### src/rrrob_pkg.sv
// Shared types, constants and helper functions of the rename and reorder buffer block.
package rrrob_pkg;

   localparam int REG_COUNT = 32;
   localparam int ROB_DEPTH = 16;
   localparam int REG_AW    = $clog2(REG_COUNT);
   localparam int ROB_AW    = $clog2(ROB_DEPTH);
   localparam int OCC_W     = $clog2(ROB_DEPTH + 1);

   typedef enum logic [1:0] {
      MODE_DISPATCH  = 2'd0,
      MODE_WRITEBACK = 2'd1,
      MODE_COMMIT    = 2'd2,
      MODE_REPORT    = 2'd3
   } mode_type;

   localparam logic [2:0] KIND_ALU    = 3'd0;
   localparam logic [2:0] KIND_LOAD   = 3'd1;
   localparam logic [2:0] KIND_STORE  = 3'd2;
   localparam logic [2:0] KIND_BRANCH = 3'd3;
   localparam logic [2:0] KIND_JUMP   = 3'd4;

   localparam logic [3:0] STAT_STALL      = 4'd0;
   localparam logic [3:0] STAT_DISPATCHED = 4'd1;
   localparam logic [3:0] STAT_RETIRED    = 4'd2;
   localparam logic [3:0] STAT_STORE      = 4'd3;
   localparam logic [3:0] STAT_BRANCH_OK  = 4'd4;
   localparam logic [3:0] STAT_MISPREDICT = 4'd5;
   localparam logic [3:0] STAT_EXCEPTION  = 4'd6;
   localparam logic [3:0] STAT_HALTED     = 4'd7;
   localparam logic [3:0] STAT_WRITTEN    = 4'd8;

   localparam logic [31:0] NO_DEST = 32'hFFFF_FFFF;

   typedef enum logic [2:0] {
      S_IDLE, S_RD0, S_RD1, S_RD2, S_RD3, S_WB, S_CM, S_CM2
   } state_type;

   // Input beat payload, last member in the lowest bits.
   typedef struct packed {
      logic [31:0] st_word_addr;
      logic        fault;
      logic [31:0] value;
      logic [3:0]  tag;
      logic [15:0] pred_next_pc;
      logic [15:0] inst_pc;
      logic        uses_src2;
      logic [4:0]  src2_reg;
      logic [4:0]  src1_reg;
      logic [4:0]  dest_reg;
      logic [2:0]  kind;
   } req_item_type;

   typedef struct packed {
      logic        pad;
      logic        taken;
      logic [31:0] data_out;
      logic [31:0] addr_out;
      logic [3:0]  op2_tag;
      logic [31:0] op2_value;
      logic        op2_ready;
      logic [3:0]  op1_tag;
      logic [31:0] op1_value;
      logic        op1_ready;
      logic [3:0]  entry_tag;
   } rsp_item_type;

   typedef struct packed {
      logic [31:0] value;
      logic [31:0] dest;
      logic [15:0] pc;
      logic [15:0] pred;
      logic [2:0]  kind;
      logic        rdy;
      logic        exc;
   } rob_entry_type;

   function automatic logic [ROB_AW-1:0] next_ptr(input logic [ROB_AW-1:0] p);
      logic [ROB_AW-1:0] r;
      if (32'(p) == ROB_DEPTH - 1) begin
         r = '0;
      end else begin
         r = p + ROB_AW'(1);
      end
      return r;
   endfunction

   function automatic logic reg_ok(input logic [4:0] r);
      return (r != 5'd0) && (32'(r) < REG_COUNT);
   endfunction

   function automatic logic tag_ok(input logic [3:0] t);
      return 32'(t) < ROB_DEPTH;
   endfunction

endpackage

### src/register_rename_reorder_buffer_top.sv
// Rename table, reorder buffer and architectural register file of an out-of-order core.
// One beat is handled at a time and the next is accepted once the result has been taken:
// a halted answer is given on acceptance, a full-buffer stall or an empty-buffer commit
// from the first read state; a commit that writes a register finishes its alias check while
// the result waits. Reads go through the read ports of the three memories (register file,
// alias table, buffer entries), each read one address per cycle with registered data, so a
// dispatch resolves each source through an alias and register read together, then an entry
// read, and a writeback or store report reads the entry before it writes it.
// Alias valid bits live in flip-flops, so a flush takes effect at once; a written bit per
// architectural register makes a never-written register read as zero; buffer entries
// are defined only once allocated or written.
module register_rename_reorder_buffer_top
   import rrrob_pkg::*;
(
   input  logic         clock,
   input  logic         reset,
   input  logic         req_tvalid,
   output logic         req_tready,
   // kind, dest_reg, src1_reg, src2_reg, uses_src2, inst_pc, pred_next_pc, tag, value,
   // fault, st_word_addr
   input  logic [119:0] req_tdata,
   // mode
   input  logic [1:0]   req_tuser,
   output logic         rsp_tvalid,
   input  logic         rsp_tready,
   // entry_tag, op1_ready, op1_value, op1_tag, op2_ready, op2_value, op2_tag, addr_out,
   // data_out, taken, zero pad
   output logic [143:0] rsp_tdata,
   // status
   output logic [3:0]   rsp_tuser,
   input  logic         csr_wr_en,
   input  logic [16:0]  csr_wr_data
);

   state_type         state_ff, state_in;
   req_item_type      item_ff, item_in;
   mode_type          mode_ff, mode_in;
   logic              halted_ff, halted_in;
   logic [ROB_AW-1:0] head_ff, head_in, tail_ff, tail_in;
   logic [OCC_W-1:0]  occ_ff, occ_in;
   logic [REG_COUNT-1:0] valid_ff, valid_in;
   logic [REG_COUNT-1:0] arch_set_ff, arch_set_in;
   logic [16:0]       mem_words_ff;
   logic              rsp_valid_ff, rsp_valid_in;
   logic [3:0]        rsp_status_ff, rsp_status_in;
   rsp_item_type      rsp_ff, rsp_in;
   logic              sv_valid_ff, sv_valid_in, sv_use_ff, sv_use_in;
   logic [ROB_AW-1:0] sv_tag_ff, sv_tag_in;
   logic [31:0]       sv_val_ff, sv_val_in;
   logic [REG_AW-1:0] sv_reg_ff, sv_reg_in;

   logic              arch_we, alias_we, entry_we;
   logic [REG_AW-1:0] arch_wa, arch_ra, alias_wa, alias_ra;
   logic [31:0]       arch_wd, arch_rd;
   logic [ROB_AW-1:0] alias_wd, alias_rd, entry_wa, entry_ra;
   rob_entry_type     entry_wd, entry_rd;

   logic              req_accept;
   logic              use1, use2, dest_ok, st_bad;

   rrrob_ram #(.WIDTH(32), .DEPTH(REG_COUNT)) u_arch (
      .clock(clock), .wr_en(arch_we), .wr_addr(arch_wa), .wr_data(arch_wd),
      .rd_addr(arch_ra), .rd_data(arch_rd)
   );

   rrrob_ram #(.WIDTH(ROB_AW), .DEPTH(REG_COUNT)) u_alias (
      .clock(clock), .wr_en(alias_we), .wr_addr(alias_wa), .wr_data(alias_wd),
      .rd_addr(alias_ra), .rd_data(alias_rd)
   );

   rrrob_ram #(.WIDTH($bits(rob_entry_type)), .DEPTH(ROB_DEPTH)) u_entry (
      .clock(clock), .wr_en(entry_we), .wr_addr(entry_wa), .wr_data(entry_wd),
      .rd_addr(entry_ra), .rd_data(entry_rd)
   );

   assign req_tready = (state_ff == S_IDLE) && !rsp_valid_ff;
   assign req_accept = req_tvalid && req_tready;
   assign rsp_tvalid = rsp_valid_ff;
   assign rsp_tdata  = rsp_ff;
   assign rsp_tuser  = rsp_status_ff;

   assign use1    = (item_ff.kind != KIND_JUMP) && reg_ok(item_ff.src1_reg);
   assign use2    = (item_ff.kind != KIND_JUMP) && item_ff.uses_src2
                    && reg_ok(item_ff.src2_reg);
   assign dest_ok = ((item_ff.kind == KIND_ALU) || (item_ff.kind == KIND_LOAD))
                    && reg_ok(item_ff.dest_reg);
   assign st_bad  = entry_rd.dest[31] || (entry_rd.dest >= {15'd0, mem_words_ff});

   always_ff @(posedge clock) begin
      if (reset) begin
         state_ff     <= S_IDLE;
         halted_ff    <= 1'b0;
         head_ff      <= '0;
         tail_ff      <= '0;
         occ_ff       <= '0;
         valid_ff     <= '0;
         arch_set_ff  <= '0;
         mem_words_ff <= 17'd1024;
         rsp_valid_ff <= 1'b0;
      end else begin
         state_ff     <= state_in;
         halted_ff    <= halted_in;
         head_ff      <= head_in;
         tail_ff      <= tail_in;
         occ_ff       <= occ_in;
         valid_ff     <= valid_in;
         arch_set_ff  <= arch_set_in;
         rsp_valid_ff <= rsp_valid_in;
         if (csr_wr_en) begin
            mem_words_ff <= csr_wr_data;
         end
      end
   end

   always_ff @(posedge clock) begin
      item_ff       <= item_in;
      mode_ff       <= mode_in;
      rsp_status_ff <= rsp_status_in;
      rsp_ff        <= rsp_in;
      sv_valid_ff   <= sv_valid_in;
      sv_use_ff     <= sv_use_in;
      sv_tag_ff     <= sv_tag_in;
      sv_val_ff     <= sv_val_in;
      sv_reg_ff     <= sv_reg_in;
   end

   always_comb begin
      state_in      = state_ff;
      item_in       = item_ff;
      mode_in       = mode_ff;
      halted_in     = halted_ff;
      head_in       = head_ff;
      tail_in       = tail_ff;
      occ_in        = occ_ff;
      valid_in      = valid_ff;
      arch_set_in   = arch_set_ff;
      rsp_valid_in  = rsp_valid_ff && !rsp_tready;
      rsp_status_in = rsp_status_ff;
      rsp_in        = rsp_ff;
      sv_valid_in   = sv_valid_ff;
      sv_use_in     = sv_use_ff;
      sv_tag_in     = sv_tag_ff;
      sv_val_in     = sv_val_ff;
      sv_reg_in     = sv_reg_ff;
      arch_we       = 1'b0;
      arch_wa       = REG_AW'(item_ff.dest_reg);
      arch_wd       = entry_rd.value;
      arch_ra       = REG_AW'(item_ff.src1_reg);
      alias_we      = 1'b0;
      alias_wa      = REG_AW'(item_ff.dest_reg);
      alias_wd      = tail_ff;
      alias_ra      = REG_AW'(item_ff.src1_reg);
      entry_we      = 1'b0;
      entry_wa      = tail_ff;
      entry_wd      = entry_rd;
      entry_ra      = head_ff;

      unique case (state_ff)
         S_IDLE: begin
            if (req_accept) begin
               item_in = req_tdata;
               if (item_in.kind > KIND_JUMP) begin
                  item_in.kind = KIND_ALU;
               end
               mode_in = mode_type'(req_tuser);
               if (halted_ff) begin
                  rsp_valid_in  = 1'b1;
                  rsp_status_in = STAT_HALTED;
                  rsp_in        = '0;
               end else begin
                  state_in = S_RD0;
               end
            end
         end
         S_RD0: begin
            rsp_in        = '0;
            rsp_status_in = STAT_STALL;
            unique case (mode_ff)
               MODE_DISPATCH: begin
                  if (32'(occ_ff) >= ROB_DEPTH) begin
                     rsp_valid_in = 1'b1;
                     state_in     = S_IDLE;
                  end else begin
                     state_in = S_RD1;
                  end
               end
               MODE_WRITEBACK, MODE_REPORT: begin
                  entry_ra = ROB_AW'(item_ff.tag);
                  if (!tag_ok(item_ff.tag)) begin
                     rsp_valid_in = 1'b1;
                     state_in     = S_IDLE;
                  end else begin
                     state_in = S_WB;
                  end
               end
               default: begin
                  if (occ_ff == '0) begin
                     rsp_valid_in = 1'b1;
                     state_in     = S_IDLE;
                  end else begin
                     state_in = S_CM;
                  end
               end
            endcase
         end
         S_RD1: begin
            // Alias and register data of the first source are here; start the second.
            sv_use_in   = use1;
            sv_valid_in = valid_ff[REG_AW'(item_ff.src1_reg)];
            sv_tag_in   = alias_rd;
            sv_val_in   = arch_set_ff[REG_AW'(item_ff.src1_reg)] ? arch_rd : '0;
            entry_ra    = alias_rd;
            alias_ra    = REG_AW'(item_ff.src2_reg);
            arch_ra     = REG_AW'(item_ff.src2_reg);
            state_in    = S_RD2;
         end
         S_RD2: begin
            rsp_in           = '0;
            rsp_in.op1_ready = 1'b1;
            if (sv_use_ff) begin
               if (!sv_valid_ff) begin
                  rsp_in.op1_value = sv_val_ff;
               end else if (entry_rd.rdy) begin
                  rsp_in.op1_value = entry_rd.value;
               end else begin
                  rsp_in.op1_ready = 1'b0;
                  rsp_in.op1_tag   = 4'(sv_tag_ff);
               end
            end
            sv_use_in   = use2;
            sv_valid_in = valid_ff[REG_AW'(item_ff.src2_reg)];
            sv_tag_in   = alias_rd;
            sv_val_in   = arch_set_ff[REG_AW'(item_ff.src2_reg)] ? arch_rd : '0;
            entry_ra    = alias_rd;
            state_in    = S_RD3;
         end
         S_RD3: begin
            rsp_in.op2_ready = 1'b1;
            if (sv_use_ff) begin
               if (!sv_valid_ff) begin
                  rsp_in.op2_value = sv_val_ff;
               end else if (entry_rd.rdy) begin
                  rsp_in.op2_value = entry_rd.value;
               end else begin
                  rsp_in.op2_ready = 1'b0;
                  rsp_in.op2_tag   = 4'(sv_tag_ff);
               end
            end
            rsp_in.entry_tag = 4'(tail_ff);
            rsp_status_in    = STAT_DISPATCHED;
            rsp_valid_in     = 1'b1;
            entry_we         = 1'b1;
            entry_wd.value   = '0;
            entry_wd.dest    = dest_ok ? 32'(item_ff.dest_reg) : NO_DEST;
            entry_wd.pc      = item_ff.inst_pc;
            entry_wd.pred    = item_ff.pred_next_pc;
            entry_wd.kind    = item_ff.kind;
            entry_wd.rdy     = (item_ff.kind == KIND_JUMP);
            entry_wd.exc     = 1'b0;
            if (dest_ok) begin
               alias_we = 1'b1;
               valid_in[REG_AW'(item_ff.dest_reg)] = 1'b1;
            end
            tail_in  = next_ptr(tail_ff);
            occ_in   = occ_ff + OCC_W'(1);
            state_in = S_IDLE;
         end
         S_WB: begin
            entry_we       = 1'b1;
            entry_wa       = ROB_AW'(item_ff.tag);
            entry_wd.value = item_ff.value;
            entry_wd.rdy   = 1'b1;
            if (mode_ff == MODE_WRITEBACK) begin
               entry_wd.exc = entry_rd.exc | item_ff.fault;
            end else begin
               entry_wd.dest = item_ff.st_word_addr;
            end
            rsp_status_in    = STAT_WRITTEN;
            rsp_in.entry_tag = item_ff.tag;
            rsp_valid_in     = 1'b1;
            state_in         = S_IDLE;
         end
         S_CM: begin
            rsp_valid_in = 1'b1;
            state_in     = S_IDLE;
            if (entry_rd.rdy) begin
               rsp_in.entry_tag = 4'(head_ff);
               if (entry_rd.exc || ((entry_rd.kind == KIND_STORE) && st_bad)) begin
                  // Redirect to the faulting instruction and stop for good.
                  rsp_status_in   = STAT_EXCEPTION;
                  rsp_in.addr_out = 32'(entry_rd.pc);
                  halted_in       = 1'b1;
                  tail_in         = head_ff;
                  occ_in          = '0;
                  valid_in        = '0;
               end else begin
                  head_in = next_ptr(head_ff);
                  occ_in  = occ_ff - OCC_W'(1);
                  if (entry_rd.kind == KIND_STORE) begin
                     rsp_status_in   = STAT_STORE;
                     rsp_in.addr_out = entry_rd.dest;
                     rsp_in.data_out = entry_rd.value;
                  end else if (entry_rd.kind == KIND_BRANCH) begin
                     rsp_in.taken = entry_rd.value != (32'(entry_rd.pc) + 32'd1);
                     if (32'(entry_rd.pred) != entry_rd.value) begin
                        rsp_status_in   = STAT_MISPREDICT;
                        rsp_in.addr_out = entry_rd.value;
                        tail_in         = next_ptr(head_ff);
                        occ_in          = '0;
                        valid_in        = '0;
                     end else begin
                        rsp_status_in = STAT_BRANCH_OK;
                     end
                  end else begin
                     rsp_status_in = STAT_RETIRED;
                     if (((entry_rd.kind == KIND_ALU) || (entry_rd.kind == KIND_LOAD))
                         && (entry_rd.dest < 32'(REG_COUNT))) begin
                        arch_we   = 1'b1;
                        arch_wa   = REG_AW'(entry_rd.dest);
                        arch_set_in[REG_AW'(entry_rd.dest)] = 1'b1;
                        alias_ra  = REG_AW'(entry_rd.dest);
                        sv_reg_in = REG_AW'(entry_rd.dest);
                        sv_tag_in = head_ff;
                        state_in  = S_CM2;
                     end
                  end
               end
            end
         end
         S_CM2: begin
            // Drop the alias only if it still names the entry that just retired.
            if (valid_ff[sv_reg_ff] && (alias_rd == sv_tag_ff)) begin
               valid_in[sv_reg_ff] = 1'b0;
            end
            state_in = S_IDLE;
         end
         default: begin
            state_in = S_IDLE;
         end
      endcase
   end

   a_occ_bound: assert property (@(posedge clock) disable iff (reset)
      32'(occ_ff) <= ROB_DEPTH)
      else $error("buffer occupancy beyond its depth");

   a_halt_sticky: assert property (@(posedge clock) disable iff (reset)
      halted_ff |=> halted_ff)
      else $error("halt cleared without reset");

   a_ptr_track: assert property (@(posedge clock) disable iff (reset)
      (state_ff == S_IDLE) && (occ_ff == '0) |-> (head_ff == tail_ff))
      else $error("empty buffer with head and tail apart");

   a_one_rsp: assert property (@(posedge clock) disable iff (reset)
      rsp_valid_ff |-> ((state_ff == S_IDLE) || (state_ff == S_CM2)))
      else $error("result pending while an item is still in work");

endmodule

### src/rrrob_ram.sv
// Generic single-write, single-read memory with a registered read port.
module rrrob_ram #(
   parameter int WIDTH = 8,
   parameter int DEPTH = 16
) (
   input  logic                     clock,
   input  logic                     wr_en,
   input  logic [$clog2(DEPTH)-1:0] wr_addr,
   input  logic [WIDTH-1:0]         wr_data,
   input  logic [$clog2(DEPTH)-1:0] rd_addr,
   output logic [WIDTH-1:0]         rd_data
);

   logic [WIDTH-1:0] mem_ff [DEPTH];
   logic [WIDTH-1:0] rd_data_ff;

   always_ff @(posedge clock) begin
      if (wr_en) begin
         mem_ff[wr_addr] <= wr_data;
      end
      rd_data_ff <= mem_ff[rd_addr];
   end

   assign rd_data = rd_data_ff;

endmodule
### config.mk
export PLATFORM = sky130hd
export DESIGN_NAME = register_rename_reorder_buffer_top
export DESIGN_NICKNAME = d
export VERILOG_FILES = /design/src/rrrob_pkg.sv /design/src/register_rename_reorder_buffer_top.sv /design/src/rrrob_ram.sv
export SDC_FILE = /design/constraint.sdc
export NUM_CORES = 2
export LEC_CHECK = 0
export ABC_AREA = 1
export BUFFER_PORTS_ARGS = -buffer_cell sky130_fd_sc_hd__clkbuf_2
export CAP_MARGIN = 30
export CORE_MARGIN = 2
export CORE_UTILIZATION = 45
export DETAILED_ROUTE_END_ITERATION = 8
export PLACE_DENSITY = 0.6
export REMOVE_ABC_BUFFERS = 1
export SLEW_MARGIN = 20
export SYNTH_ARGS = -nofsm -noshare
export SYNTH_HDL_FRONTEND = slang
export SYNTH_SLANG_ARGS = --single-unit
### constraint.sdc
create_clock -name clock -period 10.87 [get_ports clock]
set_input_delay 0.5435 -clock clock [delete_from_list [all_inputs] [get_ports clock]]
set_output_delay 0.5435 -clock clock [all_outputs]
set_load 0.02 [all_outputs]
After elaboration in Yosys (flattened, before gate mapping). Memory sizes are Yosys's and may differ from the RTL's. A register that Yosys moved wholly into a read port is not among the register bits. Index checks and enable logic that the tools add are counted.

Word-level logic and storage cells: 309. Bits of input ports: 144. Output and inout port bits: 150. Memories: 3. Memory bits (writable): 2768. Register bits after elaboration: 412.

Memories: u_entry.mem_ff (words 16, bits a word 101, read ports 1, clocked after memory_dff 1, wr ports 1, line rrrob_ram.sv:14) `logic [WIDTH-1:0] mem_ff [DEPTH];`; u_arch.mem_ff (words 32, bits a word 32, read ports 1, clocked after memory_dff 1, wr ports 1, line rrrob_ram.sv:14); u_alias.mem_ff (words 32, bits a word 4, read ports 1, clocked after memory_dff 1, wr ports 1, line rrrob_ram.sv:14).

Add/sub/neg operators: 5. Reductions and logical operators: 62. Equal/unequal tests: 41. Bitwise gates (word level): 8. Magnitude comparators: 12. Muxes and demuxes: 140.

Operators with widths (count): $mux 32 (20); $mux 144 (2); $pmux 37 s3 (2); $pmux 65 s3 (1); $pmux 64 s2 (1); $mux 4 (25); $pmux 32 s3 (1); $mux 5 (17); $mux 37 (2); $mux 65 (1); $or 32x32->32 (2); $pmux 32 s2 (1); $pmux 4 s5 (2); $mux 35 (1); $mux 1 (33); $mux 33 (1); $and 32x32->32 (1); $ge 32x17->1 (1); $lt 32x6->1 const B (1); $ne 16x32->1 (1); $ne 32x17->1 (1); $not 32->32 (1); $lt 5x6->1 const B (5); $reduce_and 6->1 (5); 48 further kinds (140).

Logic depth before layout (Yosys ltp).
Depth in word-level cells: 11. Mapped depth: 29. Mapped depth without buffers: 28.

Modules after synthesis. Synthesis repeated with hierarchy kept, for this count alone.

Cell total of the unflattened synthesis: 13189. Area total of the unflattened synthesis: 140028.0 um2.

Modules (own cells, without submodules): rrrob_ram at u_entry (instances 1, cells each 6628, area each 70845.4 um2, seq. area each 50548.5 um2); rrrob_ram at u_arch (instances 1, cells each 3536, area each 42405.7 um2, seq. area each 31390.1 um2); register_rename_reorder_buffer_top (instances 1, cells each 2539, area each 21280.4 um2, seq. area each 11350.9 um2); rrrob_ram at u_alias (instances 1, cells each 486, area each 5496.5 um2, seq. area each 3923.8 um2).

Worst setup path before layout. OpenSTA, ideal clock, no wires.

Path type: register -> register. Start: register state_ff[2]. End: register rsp_ff, in the netlist rsp_tdata[110] (enable). Setup time: 0.470 ns. Arrival time: 6.644 ns. Setup slack: 3.756 ns. Period minus slack after synthesis: 7.114 ns. Stages on the path, launching flop included: 15. Path buffers: 1. Required time: 10.400 ns. Cell sequence: dfxtp_1 -> buf_2 -> nor2_1 -> inv_1 -> nor2_1 -> inv_1 -> nor2_1 -> nand2_1 -> inv_1 -> nor2_1 -> nor2_1 -> inv_1 -> nor2_1 -> nand2_1 -> a211oi_1.

Word-level cells in the longest chain between the ends: 5. Elaborated cells between the ends (all ways): 14. Those cells by class: eq/ne: 8; reduce/logical: 6.

Ends and longest elaborated chain: start, declared (line register_rename_reorder_buffer_top.sv:35) `state_type state_ff, state_in;`; start signal, assigned (line register_rename_reorder_buffer_top.sv:101) `state_ff <= state_in;`; $logic_not 3->1 (line register_rename_reorder_buffer_top.sv:76) `assign req_tready = (state_ff == S_IDLE) && !rsp_valid_ff;`; $logic_and 1x1->1 (line register_rename_reorder_buffer_top.sv:76); net req_tready (line register_rename_reorder_buffer_top.sv:18) `output logic req_tready,`; $logic_and 1x1->1 (line register_rename_reorder_buffer_top.sv:77) `assign req_accept = req_tvalid && req_tready;`; $ne 2x2->1 (no source line); $reduce_and 6->1 (no source line); end signal, assigned (line register_rename_reorder_buffer_top.sv:119) `rsp_ff <= rsp_in;`; end, declared (line register_rename_reorder_buffer_top.sv:46) `rsp_item_type rsp_ff, rsp_in;`.

The timed path passes the listed nets, and every way through them passes these cells. A chain may end at the register's enable or synchronous reset.

Worst setup path after layout.
Start: register state_ff[2]. End: memory u_entry.mem_ff[10][32] (netlist bit) (enable).

Word-level cells in the longest chain between the ends: 5. Elaborated cells between the ends (all ways): 7. Those cells by class: eq/ne: 2; mux: 4; reduce/logical: 1.

Ends and longest elaborated chain: $eq 3x3->1 (line register_rename_reorder_buffer_top.sv:158) `unique case (state_ff)`; $reduce_or 2->1 (no source line); $mux 1 (line register_rename_reorder_buffer_top.sv:158); $mux 1 (line rrrob_ram.sv:18) `if (wr_en) begin`; $mux 1 (implied by the code) (line rrrob_ram.sv:19) `mem_ff[wr_addr] <= wr_data;`; end, declared (line rrrob_ram.sv:14).

Parallel ways exist; a longest one is shown, timed or not.

==> out/qor.txt <==
critical path required time: 11.39 ns
largest net degree at the start of global routing: 270
vias: 88790
family with the most delay on the worst path: buffers and inverters
Hold Crit Class: primary input to register
WP data arrival: 6.46 ns
design area: 153500 um^2
final period demand of the worst path: 5.934 ns
initial antenna violation count: 12
Worst-path clk slew: 0.06 ns
Syn Inst Count: 10830
placed cell area: 140300 um^2
Pwr Density: 257.7 nW/um^2
Global Route Usage Sum: 25.20%
FMAX: 0.1685 GHz
sequential fraction of the synthesis area: 72.73%
Top cell by count, worst path: inv_1
top-count cell post-synth: edfxtp_1
max incr delay on CP: 0.77 ns
Root Driver: clkbuf_16
area grow syn2layout: 14.82%
Critical Path Start Type: register
CTS Buf Count: 342
Synth Flop Type: edfxtp_1
Crit path buffers/inverters: 9
Max Fanout on Critical Path: 39
CP cell instances: inv_1 -> nor2_4 -> buf_4 -> inv_1 -> nor2_4 -> buf_4 -> inv_1 -> nor2_1 -> inv_1 -> o21ai_0 -> inv_1 -> or2_2 -> nor2_4 -> buf_4 -> buf_4
final hold viol count: 0
IO Port Bufs: 292
first-pass GRT wire length: 564600 um
Final setup viols: 0
max-slew violations: 0
Die ar.: 301400 um^2
routability congestion estimate: 0.9075
skew final: 0.05658 ns
worst slew pin tran: 1.279 ns
hold-fix buffers at CTS: 141
die height: 549.0 um
crit share post-route: 54.59%
HPWL Detailed: 217900 um
Synth Area per Inst: 12.35 um^2
nature of the critical path endpoint: register
post_cts resized: 0
commonest cells in the synthesized netlist: edfxtp_1, inv_1, o21ai_0
Async S/R FF share, synth: 0%
Congestion Overflow GR: 0
worst skew pair latency: 0.94 ns
FF+latch count, synth: 3316
drt total wl: 390100 um
Mapped Area: 133700 um^2
post-synth top area share: 69.19%
Slowest cell on crit path: buf_4
IO Pins: 294
leading area contributor after synthesis: edfxtp_1
outcome: finished, final reports clean
leakage power: 53.25 nW
starting density of the core: 45.12%
final net count: 11370
DR WL/cell: 25.26 um
RSZ-0062 raised after global routing: false
row cnt: 200
Max-Cap Viols: 0
Design Power: 0.03956 W
TritonCTS clock tree: yes
drt pass-1 iters: 7
Die Width: 549.0 um
Slew headroom: 14.71%
Residual DRC: 0
share of cells above drive strength 1: 10.67%
VDD IR max: 0.1412 mV
synth unique cells: 62
Core Area: 296300 um^2
htree depth: 5
synth warn: 0
worst setup path class: register to register
Vias/cell: 5.750
setup bufs post-CTS: 0
number of global-route vias before repair: 84690
CTS max path bufs: 4
Post-synth EDFFs: 3080
Clock Sinks: 3316
DRT iter0 DRCs: 10380
synth top area cells: edfxtp_1, o21ai_0, dfxtp_1, nand3_1, inv_1
antenna-violating nets left: 0
## state kept, by name, summed over array words and instances (netlist names), 2 cells and up
register	flops
u_entry.mem_ff	1616
u_arch.mem_ff	1024
rsp_tdata	143
u_alias.mem_ff	128
item_ff	115
u_entry.rd_data	101
arch_set_ff	32
sv_val_ff	32
u_arch.rd_data	32
valid_ff	32
mem_words_ff	17
alias_wa	5
occ_ff	5
sv_reg_ff	5
alias_wd	4
head_ff	4
rsp_tuser	4
sv_tag_ff	4
u_alias.rd_data	4
state_ff	3
mode_ff	2
## cell families after synthesis
kind of cell	synth area share, %
flip-flops	72.73
XOR/XNOR	0.2424
AO/OA/AOI/OAI	11.97
buffers and inverters	5.541
AND/OR/NAND/NOR	9.316
other	0.002805
adder cells (fa/ha/maj)	0.2059
## placed cells by master (no fill, tap or decap), types with 32 or more instances in the layout
cell           netlist  final
edfxtp_1          3080   3080
nand3_1            919    918
o221ai_1           242    242
o211ai_1           463    463
o22ai_1             59     59
o21ai_1             62     66
dlygate4sd3_1        0    141
a211oi_1            33     32
dfxtp_1            236    228
a21oi_1            557    554
clkbuf_2             3    293
buf_12               0     40
nor2_1             858    805
bufinv_16            0     35
buf_4               20    219
clkinv_1             4     38
clkbuf_16            0    345
nand4_1             32     32
a311oi_1            34     33
nand2_1            937    934
nor3_1              61     61
clkinv_2             0     61
inv_1             1189   1184
nor2_4               5     60
a31oi_1             47     47
clkbuf_1           472     91
clkbuf_8             0     35
o21ai_0           1105   1100
## report_power, final
group          leakage (nW)  internal, W  total [W]  switching (W)
registers              29.8       0.0166     0.0173       0.000673
clock network          5.59      0.00696     0.0119        0.00496
logic                  17.8      0.00252     0.0103        0.00781
## layer usage
layer | share of wire [%] | GRT usage, % | up-vias
li1 | - | - | 40040
met1 | 40 | 33.66 | 44300
met2 | 48 | 41.41 | 3753
met3 | 7.5 | 3.488 | 689
met4 | 4.4 | 10.66 | 10
met5 | 0.015 | 0 | -
## path summary, 6_finish.rpt
kind	start	slack (ns)	end	cells past startpoint
setup / recovery	state_ff[2]$_SDFFE_PP0P_	4.94	u_entry.mem_ff[10][32]$_DFFE_PP_	15
hold / removal	rsp_tready	0.07	rsp_tvalid$_SDFF_PP0_	4
setup reg to reg	state_ff[2]$_SDFFE_PP0P_	4.94	u_entry.mem_ff[10][32]$_DFFE_PP_	15
hold reg to reg	arch_set_ff[27]$_SDFFE_PP0P_	0.46	arch_set_ff[27]$_SDFFE_PP0P_	2
## through the flow
| step | instances | setup TNS, ns | setup slack (ns) | hold slack, ns | util (%) |
|---|---|---|---|---|---|
| floorplan | 10140 | -2291.00 | -22.17 | 0.4308 | - |
| global placement | 14590 | 0 | 5.191 | 0.4466 | 47.17 |
| detailed placement | 14630 | 0 | 5.106 | 0.4522 | 47.36 |
| CTS | 15410 | 0 | 5.082 | 0.002011 | 51.69 |
| global route | 15440 | 0 | 4.717 | 0.07534 | 51.79 |
| finish | 15440 | 0 | 4.936 | 0.06901 | 51.80 |
## worst register-to-register path: stages (launching register included)
cell     delay (ns)
dfxtp_1        0.62
inv_1          0.19
nor2_4         0.11
buf_4          0.58
inv_1          0.32
nor2_4         0.16
buf_4          0.47
inv_1          0.22
nor2_1         0.17
inv_1          0.06
o21ai_0        0.12
inv_1          0.11
or2_2          0.40
nor2_4         0.55
buf_4          0.57
buf_4          0.84
## final cells by class
type	instances	area, um^2
inverter	1214	4604
timing repair buffer	723	5693
antenna	9	22.52
tap	3939	4928
sequential	3316	97220
multi-input combinational	5610	29590
clock inverter	161	1957
fill	25010	142800
clock buffer	471	9457
No activity file was read; power rests on OpenSTA's default activity.
